$ cat src/rtl/cds_pkg.sv
`timescale 1ns / 1ps
// cds_pkg: shared types, constants and calendar helpers for the date stepper
// no dependencies; imported by cds_loader, cds_step_unit and calendar_date_stepper

package cds_pkg;

  localparam int DEF_YEAR_BITS  = 12;
  localparam int DEF_COUNT_BITS = 16;

  localparam logic [11:0] YEAR_SET_MIN = 12'd1900;
  localparam logic [11:0] YEAR_SET_MAX = 12'd2100;
  localparam logic [11:0] YEAR_2000    = 12'd2000;
  localparam logic [3:0]  MONTHS       = 4'd12;
  localparam logic [4:0]  FEB_LEAP_LEN = 5'd29;
  localparam logic [6:0]  LAST_MOD100  = 7'd99;
  localparam logic [1:0]  CENT_1900    = 2'd3;
  localparam logic [1:0]  CENT_2000    = 2'd0;
  localparam logic [1:0]  CENT_2100    = 2'd1;

  localparam logic [1:0] OP_SET = 2'd0;
  localparam logic [1:0] OP_INC = 2'd1;
  localparam logic [1:0] OP_DEC = 2'd2;
  localparam logic [1:0] OP_ADD = 2'd3;

  // date without the year: year mod 100 and century mod 4 carry the leap rule
  typedef struct packed {
    logic [4:0] day;
    logic [3:0] month;
    logic [6:0] mod100;
    logic [1:0] cent;
  } cal_t;

  function automatic logic [4:0] month_len(input logic [3:0] m);
    logic [4:0] len;
    case (m)
      4'd1:    len = 5'd31;
      4'd2:    len = 5'd28;
      4'd3:    len = 5'd31;
      4'd4:    len = 5'd30;
      4'd5:    len = 5'd31;
      4'd6:    len = 5'd30;
      4'd7:    len = 5'd31;
      4'd8:    len = 5'd31;
      4'd9:    len = 5'd30;
      4'd10:   len = 5'd31;
      4'd11:   len = 5'd30;
      4'd12:   len = 5'd31;
      default: len = 5'd31;
    endcase
    return len;
  endfunction

  function automatic logic is_leap(input logic [6:0] mod100, input logic [1:0] cent,
                                   input logic [1:0] low2);
    logic lp;
    if (mod100 == 7'd0) begin
      lp = (cent == 2'd0);
    end else begin
      lp = (low2 == 2'd0);
    end
    return lp;
  endfunction

  function automatic logic [4:0] days_in(input logic [3:0] m, input logic leap);
    logic [4:0] len;
    if (m == 4'd2 && leap) begin
      len = FEB_LEAP_LEN;
    end else begin
      len = month_len(m);
    end
    return len;
  endfunction

endpackage

$ cat src/rtl/calendar_date_stepper.sv
`timescale 1ns / 1ps
// calendar_date_stepper: Gregorian date register stepped by one command per transfer
// depends on cds_pkg, cds_loader and cds_step_unit
//
// usage
//   slave channel s_tvalid/s_tready/s_tdata carries one command per transfer:
//   set date, increment day, decrement day, or add day_count days
//   master channel m_tvalid/m_tready/m_tdata returns one result per command,
//   the date before and after the command
//   set, increment, decrement and add with a zero count load their result into
//   the output register at the transfer when it is free, and s_tready stays
//   high, so these run at one per cycle while the receiver keeps up
//   add with a count of n runs the step unit once per day in the run state,
//   with s_tready low until the result is loaded; once the date has settled
//   the result waits in the block until the output register is free
//   the output register holds a result until taken; a command can still be
//   accepted while it waits, and the next result waits in the block meanwhile
//   a stalled receiver therefore stops input after one extra command
//   reset (rst, synchronous) loads 1 January 1900 and empties the output
//   there is no clearing pass; the block is ready the cycle after reset

module calendar_date_stepper #(
  parameter int YEAR_BITS  = cds_pkg::DEF_YEAR_BITS,
  parameter int COUNT_BITS = cds_pkg::DEF_COUNT_BITS
) (
  input  logic        clk,
  input  logic        rst,
  input  logic        s_tvalid,
  output logic        s_tready,
  input  logic [39:0] s_tdata,   // op[1:0] month_in[5:2] day_in[10:6]
                                 // year_in[22:11] day_count[38:23]
  output logic        m_tvalid,
  input  logic        m_tready,
  output logic [47:0] m_tdata    // old_day[4:0] old_month[8:5] old_year[20:9]
                                 // new_day[25:21] new_month[29:26] new_year[41:30]
);
  import cds_pkg::*;

  localparam logic [1:0] ST_IDLE = 2'd0;
  localparam logic [1:0] ST_RUN  = 2'd1;
  localparam logic [1:0] ST_DONE = 2'd2;

  logic [1:0]            state;
  logic [1:0]            state_next;
  cal_t                  cur;
  cal_t                  cur_next;
  logic [YEAR_BITS-1:0]  cur_year;
  logic [YEAR_BITS-1:0]  cur_year_next;
  logic [COUNT_BITS-1:0] cnt;
  logic [4:0]            old_day;
  logic [3:0]            old_month;
  logic [11:0]           old_year;

  logic [1:0]            op;
  logic [3:0]            month_in;
  logic [4:0]            day_in;
  logic [11:0]           year_in;
  logic [15:0]           day_count;
  logic [COUNT_BITS-1:0] cnt_load;

  cal_t                  set_cal;
  logic [YEAR_BITS-1:0]  set_year;
  cal_t                  step_cal;
  logic [YEAR_BITS-1:0]  step_year;
  logic                  step_back;

  logic                  accept;
  logic                  go_run;
  logic                  out_free;
  logic                  load_out;

  assign op        = s_tdata[1:0];
  assign month_in  = s_tdata[5:2];
  assign day_in    = s_tdata[10:6];
  assign year_in   = s_tdata[22:11];
  assign day_count = s_tdata[38:23];
  assign cnt_load  = COUNT_BITS'(day_count);

  cds_loader #(.YEAR_BITS(YEAR_BITS)) u_loader (
    .month_in (month_in),
    .day_in   (day_in),
    .year_in  (year_in),
    .cal      (set_cal),
    .year     (set_year)
  );

  assign step_back = (state == ST_IDLE) && (op == OP_DEC);

  cds_step_unit #(.YEAR_BITS(YEAR_BITS)) u_step (
    .back      (step_back),
    .cal       (cur),
    .year      (cur_year),
    .cal_next  (step_cal),
    .year_next (step_year)
  );

  assign s_tready = (state == ST_IDLE) && !rst;
  assign accept   = s_tvalid && s_tready;
  assign go_run   = (op == OP_ADD) && (cnt_load != '0);
  assign out_free = !m_tvalid || m_tready;

  always_comb begin
    state_next    = state;
    cur_next      = cur;
    cur_year_next = cur_year;
    load_out      = 1'b0;
    case (state)
      ST_IDLE: begin
        if (accept) begin
          case (op)
            OP_SET: begin
              cur_next      = set_cal;
              cur_year_next = set_year;
            end
            OP_INC, OP_DEC: begin
              cur_next      = step_cal;
              cur_year_next = step_year;
            end
            default: begin
            end
          endcase
          if (go_run) begin
            state_next = ST_RUN;
          end else if (out_free) begin
            load_out = 1'b1;
          end else begin
            state_next = ST_DONE;
          end
        end
      end
      ST_RUN: begin
        cur_next      = step_cal;
        cur_year_next = step_year;
        if (cnt == COUNT_BITS'(1)) begin
          state_next = ST_DONE;
        end
      end
      ST_DONE: begin
        if (out_free) begin
          load_out   = 1'b1;
          state_next = ST_IDLE;
        end
      end
      default: begin
        state_next = ST_IDLE;
      end
    endcase
  end

  always_ff @(posedge clk) begin
    if (rst) begin
      state      <= ST_IDLE;
      cur.day    <= 5'd1;
      cur.month  <= 4'd1;
      cur.mod100 <= 7'd0;
      cur.cent   <= CENT_1900;
      cur_year   <= YEAR_BITS'(YEAR_SET_MIN);
      cnt        <= '0;
      m_tvalid   <= 1'b0;
    end else begin
      state    <= state_next;
      cur      <= cur_next;
      cur_year <= cur_year_next;
      if (accept) begin
        cnt <= cnt_load;
      end else if (state == ST_RUN) begin
        cnt <= cnt - COUNT_BITS'(1);
      end
      if (load_out) begin
        m_tvalid <= 1'b1;
      end else if (m_tready) begin
        m_tvalid <= 1'b0;
      end
    end
  end

  // payload registers
  always_ff @(posedge clk) begin
    if (accept) begin
      old_day   <= cur.day;
      old_month <= cur.month;
      old_year  <= cur_year[11:0];
    end
    if (load_out) begin
      if (state == ST_IDLE) begin
        m_tdata <= {6'd0, cur_year_next[11:0], cur_next.month, cur_next.day,
                    cur_year[11:0], cur.month, cur.day};
      end else begin
        m_tdata <= {6'd0, cur_year[11:0], cur.month, cur.day,
                    old_year, old_month, old_day};
      end
    end
  end

  a_run_count: assert property (@(posedge clk) disable iff (rst)
    (state == ST_RUN) |-> (cnt != '0))
    else $error("add-days running with a zero count");

  a_run_exit: assert property (@(posedge clk) disable iff (rst)
    (state == ST_RUN && cnt == COUNT_BITS'(1)) |=> (state == ST_DONE))
    else $error("add-days did not finish on its last day");

  a_date_range: assert property (@(posedge clk) disable iff (rst)
    (cur.month >= 4'd1 && cur.month <= MONTHS && cur.day >= 5'd1 && cur.mod100 <= LAST_MOD100))
    else $error("current date out of range");

  a_day_fits: assert property (@(posedge clk) disable iff (rst)
    (cur.day <= days_in(cur.month, is_leap(cur.mod100, cur.cent, cur_year[1:0]))))
    else $error("day beyond month length");

endmodule

$ cat src/rtl/cds_loader.sv
`timescale 1ns / 1ps
// cds_loader: validates a date for the set command and derives its leap tracking
// depends on cds_pkg

module cds_loader #(
  parameter int YEAR_BITS = cds_pkg::DEF_YEAR_BITS
) (
  input  logic [3:0]           month_in,
  input  logic [4:0]           day_in,
  input  logic [11:0]          year_in,
  output cds_pkg::cal_t        cal,
  output logic [YEAR_BITS-1:0] year
);
  import cds_pkg::*;

  logic [3:0]  m;
  logic [11:0] y;
  logic [11:0] rel;
  logic [1:0]  cent;
  logic [4:0]  dim;

  assign m = (month_in >= 4'd1 && month_in <= MONTHS) ? month_in : 4'd1;
  assign y = (year_in >= YEAR_SET_MIN && year_in <= YEAR_SET_MAX) ? year_in : YEAR_SET_MIN;

  always_comb begin
    if (y < YEAR_2000) begin
      rel  = y - YEAR_SET_MIN;
      cent = CENT_1900;
    end else if (y < YEAR_SET_MAX) begin
      rel  = y - YEAR_2000;
      cent = CENT_2000;
    end else begin
      rel  = 12'd0;
      cent = CENT_2100;
    end
  end

  assign dim = days_in(m, is_leap(rel[6:0], cent, y[1:0]));

  assign cal.month  = m;
  assign cal.mod100 = rel[6:0];
  assign cal.cent   = cent;
  assign cal.day    = (day_in >= 5'd1 && day_in <= dim) ? day_in : 5'd1;
  assign year       = YEAR_BITS'(y);

endmodule

$ cat src/rtl/cds_step_unit.sv
`timescale 1ns / 1ps
// cds_step_unit: shared one-day step forward or back across month and year edges
// depends on cds_pkg

module cds_step_unit #(
  parameter int YEAR_BITS = cds_pkg::DEF_YEAR_BITS
) (
  input  logic                 back,
  input  cds_pkg::cal_t        cal,
  input  logic [YEAR_BITS-1:0] year,
  output cds_pkg::cal_t        cal_next,
  output logic [YEAR_BITS-1:0] year_next
);
  import cds_pkg::*;

  localparam logic [YEAR_BITS-1:0] YEAR_TOP = {YEAR_BITS{1'b1}};
  localparam int YEAR_TOP_INT = (1 << YEAR_BITS) - 1;
  localparam logic [6:0] TOP_MOD100 = 7'(YEAR_TOP_INT % 100);
  localparam logic [1:0] TOP_CENT   = 2'((YEAR_TOP_INT / 100) % 4);

  logic       leap;
  logic [3:0] prev_month;

  assign leap       = is_leap(cal.mod100, cal.cent, year[1:0]);
  assign prev_month = cal.month - 4'd1;

  always_comb begin
    cal_next  = cal;
    year_next = year;
    if (!back) begin
      if (cal.day < days_in(cal.month, leap)) begin
        cal_next.day = cal.day + 5'd1;
      end else if (cal.month < MONTHS) begin
        cal_next.month = cal.month + 4'd1;
        cal_next.day   = 5'd1;
      end else begin
        cal_next.month = 4'd1;
        cal_next.day   = 5'd1;
        year_next      = year + YEAR_BITS'(1);
        if (year == YEAR_TOP) begin
          cal_next.mod100 = 7'd0;
          cal_next.cent   = 2'd0;
        end else if (cal.mod100 == LAST_MOD100) begin
          cal_next.mod100 = 7'd0;
          cal_next.cent   = cal.cent + 2'd1;
        end else begin
          cal_next.mod100 = cal.mod100 + 7'd1;
        end
      end
    end else begin
      if (cal.day > 5'd1) begin
        cal_next.day = cal.day - 5'd1;
      end else if (cal.month > 4'd1) begin
        cal_next.month = prev_month;
        cal_next.day   = days_in(prev_month, leap);
      end else begin
        cal_next.month = MONTHS;
        cal_next.day   = 5'd31;
        year_next      = year - YEAR_BITS'(1);
        if (year == '0) begin
          cal_next.mod100 = TOP_MOD100;
          cal_next.cent   = TOP_CENT;
        end else if (cal.mod100 == 7'd0) begin
          cal_next.mod100 = LAST_MOD100;
          cal_next.cent   = cal.cent - 2'd1;
        end else begin
          cal_next.mod100 = cal.mod100 - 7'd1;
        end
      end
    end
  end

endmodule
$ cat config.mk
export PLATFORM = sky130hd
export DESIGN_NAME = calendar_date_stepper
export DESIGN_NICKNAME = d
export VERILOG_FILES = /design/src/rtl/cds_pkg.sv /design/src/rtl/calendar_date_stepper.sv /design/src/rtl/cds_loader.sv /design/src/rtl/cds_step_unit.sv
export SDC_FILE = /design/constraint.sdc
export NUM_CORES = 1
export LEC_CHECK = 0
export BUFFER_PORTS_ARGS = -buffer_cell sky130_fd_sc_hd__buf_4
export CAP_MARGIN = 20
export CORE_UTILIZATION = 29
export DETAILED_ROUTE_END_ITERATION = 6
export HOLD_SLACK_MARGIN = 0.15
export PLACE_DENSITY_LB_ADDON = 0.1
export SYNTH_ARGS = -nofsm -noshare
export SYNTH_HDL_FRONTEND = slang
export SYNTH_SLANG_ARGS = --single-unit
$ cat constraint.sdc
create_clock -name clk -period 5 [get_ports clk]
set_input_delay 1 -clock clk [delete_from_list [all_inputs] [get_ports clk]]
set_output_delay 1 -clock clk [all_outputs]
set_load 0.02 [all_outputs]
==> impl_results.md, run 1 <==
- Detail Placement HPWL: 18.36 mm
- Clock Tree Root: clkbuf_16
- DR vias: 7265
- TritonCTS Buffers: 17
- Final Non-Filler Cells: ~1300
- Status: finished, final reports clean
- Synth Instances: slightly below 900
- Post-Syn Area: around 7500 sq um
- Gr usage total: approximately a fifth
- Final instance area: about 9400 sq um
- Commonest non-fill, non-tap cell in the layout: buf_4
- Area Overhead vs Synth: 25.85%
- First-pass GRT wire length: ~40 mm
- Layout cell share with drive strength beyond 1: a little under a quarter
- Final min period: approximately 4.7 ns
- Vias in the first global route: 6626
- Sequential fraction of the synthesis area: just under 40%
- Fin. max-slew vios: 0
- Async set-reset flop share out of synthesis: 0%
- # hold bufs at CTS: 0
- Least-Margin Pin Slew: just over 0.8 ns
- Slew headroom: ~45%
- Largest net degree at the start of global routing: 49
- Total power: about 3100 uW
- GRT overflow: 0
- CP Class: in2reg
- #FFs+latches synth: ~110
- RSZ-0062 raised after global routing: no
- FILL cells: approximately 2600
- Number of port buffers: 86
- Site row count: 58
- Worst setup SP type: input port
- Die area: around 26000 sq um
- CTS sink cnt: roughly 110
- Worst min-delay path category: reg2reg
- H-tree depth: 4
- Max FO, Critical Path: 7
- Most frequent cells in the layout: 149 x buf_4, 80 x nand2_1, 78 x nor2_1
- Placed Cells: approximately 1300
- WP data arrival: between 4 and 5 ns
- Synth Flop Type: edfxtp_1
- Vias per cell: approximately 5.5
- Total wire length: between 20 and 30 mm
- # setup viols final: 0
- Clock-pin slew on the worst setup and hold paths: approximately 0.070 ns
- CP endpoint kind: flip-flop
- Netlist cell types: 81
- Worst skew pair latency: between 0.4 and 0.5 ns
- DRT Pass-1 Iters: 6
- Antenna violations before repair: 0
- Final hold vios: 0
- CTS Buffer Depth: 2
- Post-DRT Antenna Nets: 0
- Final worst path period share: 94.27%
- VDD IR max: around 0.00017 V
- Drt wl/cell: slightly below 20 um
- Critical path data required time: 5.17 ns
- Pwr dens: 328.6 nW/um^2
- N_diodes: 0
- Final clock skew: 0.01289 ns
- RePlAce Congestion: 0.9041
- Dpl cell area: a little under 9000 sq um
- Die height: between 150 and 200 um
- Die W: approximately 160 um
- Top Ports: 94
- Syn avg cell area: around 8.6 sq um
- Core area: 25250 sq um
- Post-synth EDFFs: 63
- Initial Util: between 20% and 30%
- Synth warnings: 0
- Max-Cap Viols: 0
- TritonCTS clock tree: yes
- Residual DRC count: 0
- FMAX: 212.2 MHz
- Setup Total Neg Slack: 0 ns
- Leakage: ~0.0036 uW
- Initial DRC Count: 669
- Final #Nets: 1051
==> cell families after synthesis <==
group	after synthesis	synth area share (%)
and+or+nand+nor	307	20.22
AOI/OAI and AO/OA	289	25.75
DFF	114	38.98
buffers and inverters	100	5.692
adders and majority gates	26	4.353
muxes	23	3.432
xor gates and xnor gates	13	1.524
other	1	0.05018
==> cells in the mapped netlist (8+ instances only) <==
library cell	count	area, sq um
nor2_1	79	296.5
and3_1	9	56.30
a31oi_1	17	106.4
dfxtp_1	51	1021
xor2_1	9	78.83
o22ai_1	8	50.05
a21oi_1	76	380.4
mux2_2	21	236.5
a21o_1	9	67.56
nor3_1	34	170.2
o21ai_0	63	315.3
nand2_1	80	300.3
o31ai_1	9	67.56
inv_1	31	116.4
nand3_1	30	150.1
edfxtp_1	63	1892
nor4_1	12	75.07
a22oi_1	13	97.59
a222oi_1	11	110.1
ha_1	26	325.3
clkbuf_1	45	168.9
==> timing repair <==
item,4_1_cts,5_1_grt
buffers inserted,0,1
gates resized for setup,0,4
endpoints found under the setup margin,0,10
hold endpoints to repair,0,0
==> routing by layer <==
layer	share of wire, %	vias to the layer above	GRT usage (%)
li1	-	3517	-
met5	0	-	0
met2	42	290	28.24
met1	49	3419	28.60
met3	6.6	39	4.176
met4	2.3	0	7.307
==> flip-flops by register name, summed over array words and instances, names as in the netlist, named ones only <==
register,flops
cur,18
cnt,16
state,2
cur_year,12
old_year,12
old_day,5
m_tdata,42
old_month,4
m_tvalid,1
==> critical path: stages <==
cell       delay [ns]
buf_4            0.14
nor4_4           0.26
nand3b_1         0.14
o22a_1           0.23
nor2b_1          0.15
inv_1            0.07
ha_1             0.19
or3_1            0.40
o21ai_2          0.15
o21ai_0          0.14
o21a_1           0.22
a2111oi_1        0.38
a211oi_1         0.09
buf_4            0.17
ha_1             0.26
a21oi_1          0.11
o21ai_0          0.13
and2_1           0.23
a22o_1           0.25
nand2_1          0.08
o21ai_0          0.09
==> per-stage QoR <==
step                hold slack (ns)  utilization [%]  worst slack [ns]
global route                 0.5481            37.24           0.01084
detailed placement           0.5037            34.58           -0.4392
global placement             0.5062            34.58           -0.3549
floorplan                    0.4029                -            0.1509
CTS                          0.5152            37.13          0.008218
finish                       0.5122            37.24            0.2866
==> final timing paths <==
path | start | to | slack (ns) | cells past startpoint
min | cnt[14]$_SDFFE_PP0P_ | cnt[14]$_SDFFE_PP0P_ | 0.51 | 2
min reg2reg | cnt[14]$_SDFFE_PP0P_ | cnt[14]$_SDFFE_PP0P_ | 0.51 | 2
max | s_tdata[18] | m_tdata[22]$_DFFE_PP_ | 0.29 | 21
max reg2reg | cur[2]$_SDFFE_PP0P_ | m_tdata[35]$_DFFE_PP_ | 0.74 | 13
==> power breakdown <==
part	internal [uW]	switching, uW
logic	241	383
registers	1050	53.0
clock network	851	512
==> layout make-up <==
| type | count | area, sq um | share of cell area (%) |
|---|---|---|---|
| sequential | 114 | 2913 | 30.97 |
| timing repair buffer | 149 | 1119 | 11.89 |
| inverter | 35 | 131.4 | 1.397 |
| clock buffer | 17 | 425.4 | 4.523 |
| tap | 330 | 412.9 | 4.390 |
| clock inverter | 15 | 220.2 | 2.341 |
| multi-input combinational | 664 | 4184 | 44.49 |
Power figures use the tool's default switching activity.
==> run 2, diff against run 1 <==
- CORE_ASPECT_RATIO: default -> 0.7
- SYNTH_HIERARCHICAL: default -> 1
==> run 2 against run 1 <==
Effect of this change:
- fmax increased by 0.28%
- via count increased by 0.40%
- clock power decreased by 45%
- largest cell class unchanged
==> impl_results.md, run 2 <==
- CTS Buffer Depth: 2 (unchanged)
- Net Sw Power: 898.4 uW (was 948.0 uW)
- Most area-hungry cell type in the Yosys netlist: edfxtp_1 (unchanged)
- Sequential power share: 43.2% (was 35.7%)
- Clock-pin slew on the worst setup and hold paths: 0.07 ns (about the same)
- R2R depth: 15 (was 13)
- Synth cell count leaders: 69 x nor2_1, 63 x edfxtp_1, 49 x dfxtp_1, 49 x nand2_1, 47 x a21oi_1 (was 80 x nand2_1, 79 x nor2_1, 76 x a21oi_1)
- Residual DRC count: 0 (unchanged)
- FF-to-FF Start: cur[3]$_SDFFE_PP0P_ (was cur[2]$_SDFFE_PP0P_)
- Worst setup SP type: input port (unchanged)
- Antenna violations before repair: 0 (unchanged)
- RePlAce Congestion: 0.8919 (was 0.9041)
- Final hold vios: 0 (unchanged)
- Placed Cells: 1330 (was 1291)
- Most numerous cell in the Yosys netlist: nor2_1 (was nand2_1)
- Register with the most flip-flops: m_tdata (unchanged)
- Fin. max-slew vios: 0 (unchanged)
- Top Ports: 94 (unchanged)
- Site row count: 50 (was 58)
- Internal power: 1742 uW (was 2142 uW)
- Largest net degree at the start of global routing: 55 (was 49)
- H-tree depth: 3 (was 4)
- Pwr dens: 280.6 nW/um^2 (was 328.6 nW/um^2)
- Reg-to-reg slack, setup: 0.64 ns (was 0.74 ns)
- Die W: 198.9 um (was 162.5 um)
- GRT overflow: 0 (unchanged)
- Area Overhead vs Synth: 19.55% (was 25.85%)
- Async set-reset flop share out of synthesis: 0% (unchanged)
- Synth Flop Type: edfxtp_1 (unchanged)
- Setup Buffers After CTS: 0 (unchanged)
- Clock Power Share: 28.3% (was 44.1%)
- # setup viols final: 0 (unchanged)
- Least-Margin Pin Slew: 0.9344 ns (was 0.8164 ns)
- CP Class: in2reg (unchanged)
- CP endpoint kind: flip-flop (unchanged)
- #FFs+latches synth: 112 (was 114)
- FMAX: 212.7 MHz (was 212.2 MHz)
- Final instance area: 9410 sq um (was 9405 sq um)
- Die area: 27820 sq um (was 26420 sq um)
- Most frequent cells in the layout: 146 x buf_4, 68 x nor2_1, 63 x edfxtp_1 (was 149 x buf_4, 80 x nand2_1, 78 x nor2_1)
- Leakage: 0.003413 uW (was 0.003589 uW)
- Sw frac: 34.02% (was 30.68%)
- Vias in the first global route: 6721 (was 6626)
- Final Non-Filler Cells: 1346 (was 1324)
- Detail Placement HPWL: 20.06 mm (was 18.36 mm)
- Max FO, Critical Path: 5 (was 7)
- Die height: 139.8 um (was 162.5 um)
- Worst skew pair latency: 0.37 ns (was 0.43 ns)
- Slew headroom: 37.71% (was 45.00%)
- Post-DRT Antenna Nets: 0 (unchanged)
- DRT Pass-1 Iters: 5 (was 6)
- Min-delay src: cur[0]$_SDFFE_PP1P_ (was cnt[14]$_SDFFE_PP0P_)
- Met3 Use GR: 4.241% (was 4.176%)
- Netlist cell types: 96 (was 81)
- Gr usage total: 19.60% (was 19.68%)
- Area contributors post-synth: edfxtp_1 24%, dfxtp_1 12%, ha_1 4.3% (was edfxtp_1 25%, dfxtp_1 14%, a21oi_1 5.1%)
- Initial Util: 29.47% (was 29.59%)
- VDD IR max: 0.0001672 V (was 0.0001666 V)
- WHS: 0.5182 ns (was 0.5122 ns)
- Layer with the highest usage: met1 (unchanged)
- TritonCTS Buffers: 9 (was 17)
- Synth Instances: 882 (was 873)
- Core area: 26710 sq um (was 25250 sq um)
- First-pass GRT wire length: 41.14 mm (was 39.35 mm)
- Yosys top cell area share: 24.03% (was 25.31%)
- Syn avg cell area: 8.924 sq um (was 8.561 sq um)
- R2r endpoint: cur[16]$_SDFF_PP0_ (was m_tdata[35]$_DFFE_PP_)
- Max reg flops: 42 (unchanged)
- Final min period: 4.700 ns (was 4.713 ns)
- Post-Syn Area: 7871 sq um (was 7473 sq um)
- WP data arrival: 4.80 ns (was 4.88 ns)
- CTS sink cnt: 112 (was 114)
- Worst min-delay path category: reg2reg (unchanged)
- Total wire length: 26.77 mm (was 25.81 mm)
- Max-Cap Viols: 0 (unchanged)
- Largest registers: m_tdata (42), cur (18), cnt (16) (unchanged)
- Status: finished, final reports clean (unchanged)
- Critical path data required time: 5.10 ns (was 5.17 ns)
- Layout cell share with drive strength beyond 1: 21.49% (was 22.54%)
- Final worst path period share: 94.01% (was 94.27%)
- Clock Tree Root: clkbuf_16 (unchanged)
- Dpl cell area: 9109 sq um (was 8732 sq um)
- Final #Nets: 1048 (was 1051)
- RSZ-0062 raised after global routing: no (unchanged)
- Utilization after layout: 35.23% (was 37.24%)
- Post-synth EDFFs: 63 (unchanged)
- Number of port buffers: 86 (unchanged)
- Vias per cell: 5.419 (was 5.487)
- Met1 Usage GRT: 30.81% (was 28.60%)
- Initial DRC Count: 611 (was 669)
- TritonCTS clock tree: yes (unchanged)
- Synth warnings: 6 (was 0)
- Final clock skew: 0.01150 ns (was 0.01289 ns)
- Met2 Use GR: 26.37% (was 28.24%)
- Commonest non-fill, non-tap cell in the layout: buf_4 (unchanged)
- Crit path from: s_tdata[18] (unchanged)
- Sequential fraction of the synthesis area: 36.50% (was 38.98%)
- Drt wl/cell: 19.89 um (was 19.49 um)
- Combinational power share: 28.5% (was 20.2%)
- DR vias: 7294 (was 7265)
- CP Capture Point: m_tdata[23]$_DFFE_PP_ (was m_tdata[22]$_DFFE_PP_)
- N_diodes: 0 (unchanged)
[run 2: worst min path at each step]
stage,to,cells after the start
2_1_floorplan,cur[4]$_SDFFE_PP0P_,1
3_3_place_gp,cur[0]$_SDFFE_PP1P_,2
3_5_place_dp,cur[0]$_SDFFE_PP1P_,2
4_1_cts,cur[0]$_SDFFE_PP1P_,2
5_1_grt,m_tdata[9]$_DFFE_PP_,2
6_report,cur[0]$_SDFFE_PP1P_,2
[run 2: area by class of cell]
| type | count | area [sq um] |
|---|---|---|
| timing repair buffer | 147 | 1116 |
| fill | 2791 | 17300 |
| tap | 364 | 455.4 |
| clock inverter | 6 | 67.56 |
| clock buffer | 10 | 229.0 |
| sequential | 112 | 2873 |
| inverter | 47 | 177.7 |
| multi-input combinational | 660 | 4492 |
[run 2: per-layer routing]
layer,up-vias,part of all wire (%)
met5,-,0
met4,0,1.4
met3,26,6.0
met2,233,41
met1,3478,52
li1,3557,-
[run 2: worst max-delay path, stage by stage]
cell and delay (ns):
buf_4 0.11, or4b_4 0.54, nor3_4 0.15, a21oi_2 0.11
or2_1 0.26, ha_1 0.19, a21o_1 0.19, or3b_1 0.34
o311a_1 0.31, o31ai_2 0.25, a22oi_2 0.10, ha_1 0.29
a21oi_1 0.13, o21ai_0 0.09, buf_4 0.17, and2_1 0.16
a22oi_1 0.15, nand3_1 0.12, a21boi_0 0.14
[run 2: stage by stage]
step	power (uW)	setup TNS (ns)	setup WS (ns)
floorplan	1641	0	0.08952
global placement	1907	-0.8544	-0.1408
detailed placement	1904	-0.7954	-0.1424
CTS	2656	0	0.2470
global route	2781	0	0.00001421
finish	2641	0	0.2996
[run 2: logic make-up (layout without fill, tap and decap cells)]
kind of cell,count (synthesis),after routing,synth area share [%]
AO/OA/AOI/OAI,292,292,27.02
XOR/XNOR,18,18,2.003
adder cells (fa/ha/maj),27,27,4.292
buffers and inverters,115,210,6.914
flip-flops,112,112,36.50
multiplexers,13,13,1.828
other,1,6,0.04764
AND/OR/NAND/NOR,304,304,21.40
[run 2: power by group through the flow]
stage          registers [uW]  logic (uW)  clock network, uW
2_1_floorplan            1170         476                  0
3_3_place_gp             1160         747                  0
3_5_place_dp             1160         745                  0
4_1_cts                  1140         748                768
5_1_grt                  1150         830                799
6_report                 1140         753                747
[run 2: timing repair]
item | CTS | global route
resized for setup | 0 | 1
endpoints found under the setup margin | 0 | 6
hold buffers | 0 | 0
==> run 3, diff against run 2 <==
- ABC_AREA: default -> 1
- clock period: 5 -> 4.95 ns (I/O delays scaled with it)
==> run 3 against run 2 <==
Effect of this change:
- non-clock buffer count fell by 46
- sequential power is 38% higher
- die area grew 9.5%
- synthesized cell count grew 43%
- critical endpoint is now m_tdata[22]$_DFFE_PP_
- highest routed layer unchanged
==> impl_results.md, run 3 <==
- Largest net degree at the start of global routing: 56 (was 55)
- FILL cells: 3155 (was 2791)
- CTS Buffer Depth: 2 (unchanged)
- Layout cell share with drive strength beyond 1: 13.91% (was 21.49%)
- Initial DRC Count: 744 (was 611)
- Yosys top cell area share: 21.93% (was 24.03%)
- Compound-cell area share of the yosys netlist: 16.15% (was 27.02%)
- H-tree depth: 3 (unchanged)
- Syn avg cell area: 6.826 sq um (was 8.924 sq um)
- Final worst path period share: 91.23%
- Synth Flop Type: edfxtp_1 (unchanged)
- DR vias: 8634 (was 7294)
- Synth Area in Simple Gates: 33.56% (was 21.40%)
- Drt wl/cell: 17.17 um (was 19.89 um)
- Max FO, Critical Path: 8 (was 5)
- First-pass GRT wire length: 45.94 mm (was 41.14 mm)
- Leakage: 0.004241 uW (was 0.003413 uW)
- DRT Pass-1 Iters: 6 (was 5)
- Final hold vios: 0 (unchanged)
- RSZ-0062 raised after global routing: no (unchanged)
- Die area: 30460 sq um (was 27820 sq um)
- Status: finished, final reports clean (unchanged)
- Least-Margin Pin Slew: 0.9968 ns (was 0.9344 ns)
- Synth Area in XOR/XNOR: 2.030% (was 2.003%)
- Worst skew pair latency: 0.37 ns (about the same)
- Most frequent cells in the layout: 366 x nand2_1, 139 x inv_1, 121 x nand3_1 (was 146 x buf_4, 68 x nor2_1, 63 x edfxtp_1)
- FMAX: about 220 MHz
- Core area: 29080 sq um (was 26710 sq um)
- Vias per cell: 5.076 (was 5.419)
- Initial Util: 29.67% (was 29.47%)
- Setup Total Neg Slack: 0 ns (unchanged)
- Post-DRT Antenna Nets: 0 (unchanged)
- Register with the most flip-flops: m_tdata (unchanged)
- Total power: 4748 uW (was 2641 uW)
- Worst min-delay path category: reg2reg (unchanged)
- Antenna violations before repair: 0 (unchanged)
- Most common cell type on the critical path: nand2_1
- Clock Tree Root: clkbuf_16 (unchanged)
- VDD IR max: 0.0001895 V (was 0.0001672 V)
- CP peak stage delay: 0.28 ns (was 0.54 ns)
- RePlAce Congestion: 0.8415 (was 0.8919)
- Area contributors post-synth: edfxtp_1 22%, nand2_1 16%, dfxtp_1 11% (was edfxtp_1 24%, dfxtp_1 12%, ha_1 4.3%)
- # setup viols final: 0 (unchanged)
- CP Class: in2reg (unchanged)
- Slew headroom: 33.55% (was 37.71%)
- Synth Instances: 1264 (was 882)
- Residual DRC count: 0 (unchanged)
- Max-Cap Viols: 0 (unchanged)
- Commonest non-fill, non-tap cell in the layout: nand2_1 (was buf_4)
- Most area-hungry cell type in the Yosys netlist: edfxtp_1 (unchanged)
- Die height: 146.3 um (was 139.8 um)
- Critical path data required time: 5.05 ns (was 5.10 ns)
- Final #Nets: 1389 (was 1048)
- Sequential fraction of the synthesis area: 33.29% (was 36.50%)
- Gr usage total: 19.31% (was 19.60%)
- Clock-pin slew on the worst setup and hold paths: 0.09 ns (was 0.07 ns)
- WP data arrival: 4.61 ns (was 4.80 ns)
- Total wire length: 29.21 mm (was 26.77 mm)
- Synth cell count leaders: 367 x nand2_1, 139 x inv_1, 121 x nand3_1 (was 69 x nor2_1, 63 x edfxtp_1, 49 x dfxtp_1, 49 x nand2_1, 47 x a21oi_1)
- Area Overhead vs Synth: 14.37% (was 19.55%)
- CP endpoint kind: flip-flop (unchanged)
- PostCTS Resize Cnt: 0 (unchanged)
- Top Ports: 94 (unchanged)
- Async set-reset flop share out of synthesis: 0% (unchanged)
- Final clock skew: 0.01607 ns (was 0.01150 ns)
- Main combinational cell family by area after synthesis: simple AND/OR/NAND/NOR gates (was compound AO/OA/AOI/OAI gates)
- Slowest-stage cell, CP: or2_4 (was or4b_4)
- Most numerous cell in the Yosys netlist: nand2_1 (was nor2_1)
- Worst setup SP type: input port (unchanged)
- Max reg flops: 42 (unchanged)
- Netlist cell types: 53 (was 96)
- Largest registers: m_tdata (42), cur (18), cnt (16) (unchanged)
- N_diodes: 0 (unchanged)
- Final min period: about 4.5 ns
- GRT overflow: 0 (unchanged)
- Die W: 208.2 um (was 198.9 um)
- Number of port buffers: 86 (unchanged)
- Post-synthesis mux area share: 0% (was 1.828%)
- Synth warnings: 6 (unchanged)
- Post-Syn Area: 8628 sq um (was 7871 sq um)
- #FFs+latches synth: 112 (unchanged)
- TritonCTS clock tree: yes (unchanged)
- Detail Placement HPWL: 20.33 mm (was 20.06 mm)
- Post-synth EDFFs: 63 (unchanged)
- Vias in the first global route: 7739 (was 6721)
- # hold bufs at CTS: 0 (unchanged)
- Fin. max-slew vios: 0 (unchanged)
- Adder-cell share of the synthesized area: 3.915% (was 4.292%)
- Pwr dens: 481.1 nW/um^2 (was 280.6 nW/um^2)
- TritonCTS Buffers: 9 (unchanged)
- Setup Buffers After CTS: 0 (unchanged)
- CTS sink cnt: 112 (unchanged)
- Site row count: 52 (was 50)
## run 3: cell count changes in the layout (fill, tap and decap cells not counted), sizes merged, moves of 16 or more
cell / delta
nand2: +331
inv: +118
nand3: +83
buf: -46
o21ai: +38
a221oi: -34
nor2: +34
a22oi: -25
and2: -18
a21boi: -16
## run 3: final cells by class
class	count	area [sq um]	area share, %
multi-input combinational	933	4838	49.03
sequential	112	2873	29.11
timing repair buffer	101	770.7	7.810
inverter	161	609.3	6.175
tap	378	473.0	4.793
clock buffer	9	225.2	2.282
clock inverter	7	78.83	0.7988
## run 3: critical path: cells and delay by family
family          cells  cell delay (ns)
fa+ha+maj           2             0.45
buf+inv             5             0.45
simple gates       14             1.47
compound gates      8             1.24
## run 3: where the power goes
group | switching, uW | internal [uW] | total (uW) | leakage (uW)
sequential | 253 | 1320 | 1570 | 0.000984
clock | 421 | 365 | 785 | 0.000149
combinational | 1620 | 768 | 2390 | 0.00311
total | 2300 | 2450 | 4750 | 0.00424
## run 3: path summary, 6_finish.rpt
kind	start	endpoint	slack (ns)	cells past startpoint
worst min-delay path	cur[1]$_SDFFE_PP1P_	cur[1]$_SDFFE_PP1P_	0.48	2
worst max-delay path	s_tdata[18]	m_tdata[22]$_DFFE_PP_	0.43	29
worst min register to register	cur[1]$_SDFFE_PP1P_	cur[1]$_SDFFE_PP1P_	0.48	2
worst max register to register	cur[2]$_SDFFE_PP0P_	m_tdata[30]$_DFFE_PP_	1.15	20
## run 3: per-stage QoR
stage	cell area (sq um)	util, %	cells	setup slack [ns]	hold WS [ns]
after CTS	9868	33.93	1701	0.4892	0.4856
after floorplan	8647	-	1269	0.4199	0.4420
after global routing	9868	33.93	1701	0.1042	0.5287
final	9868	33.93	1701	0.4343	0.4839
after detailed placement	9564	32.89	1685	0.1004	0.4604
after global placement	9564	32.89	1685	0.1135	0.4589
## run 3: routing by layer
| layer | part of all wire, % | track usage (%) | vias up |
|---|---|---|---|
| li1 | - | - | 4301 |
| met1 | 53 | 29.87 | 4050 |
| met2 | 41 | 27.85 | 263 |
| met3 | 5.3 | 2.796 | 20 |
| met4 | 1.2 | 4.148 | 0 |
| met5 | 0 | 0 | - |
## run 3: kinds of logic after synthesis
kind of cell               Yosys count
and+or+nand+nor                    649
AOI/OAI and AO/OA                  231
buffers and inverters              224
DFF                                112
adders and majority gates           27
xor gates and xnor gates            20
other                                1
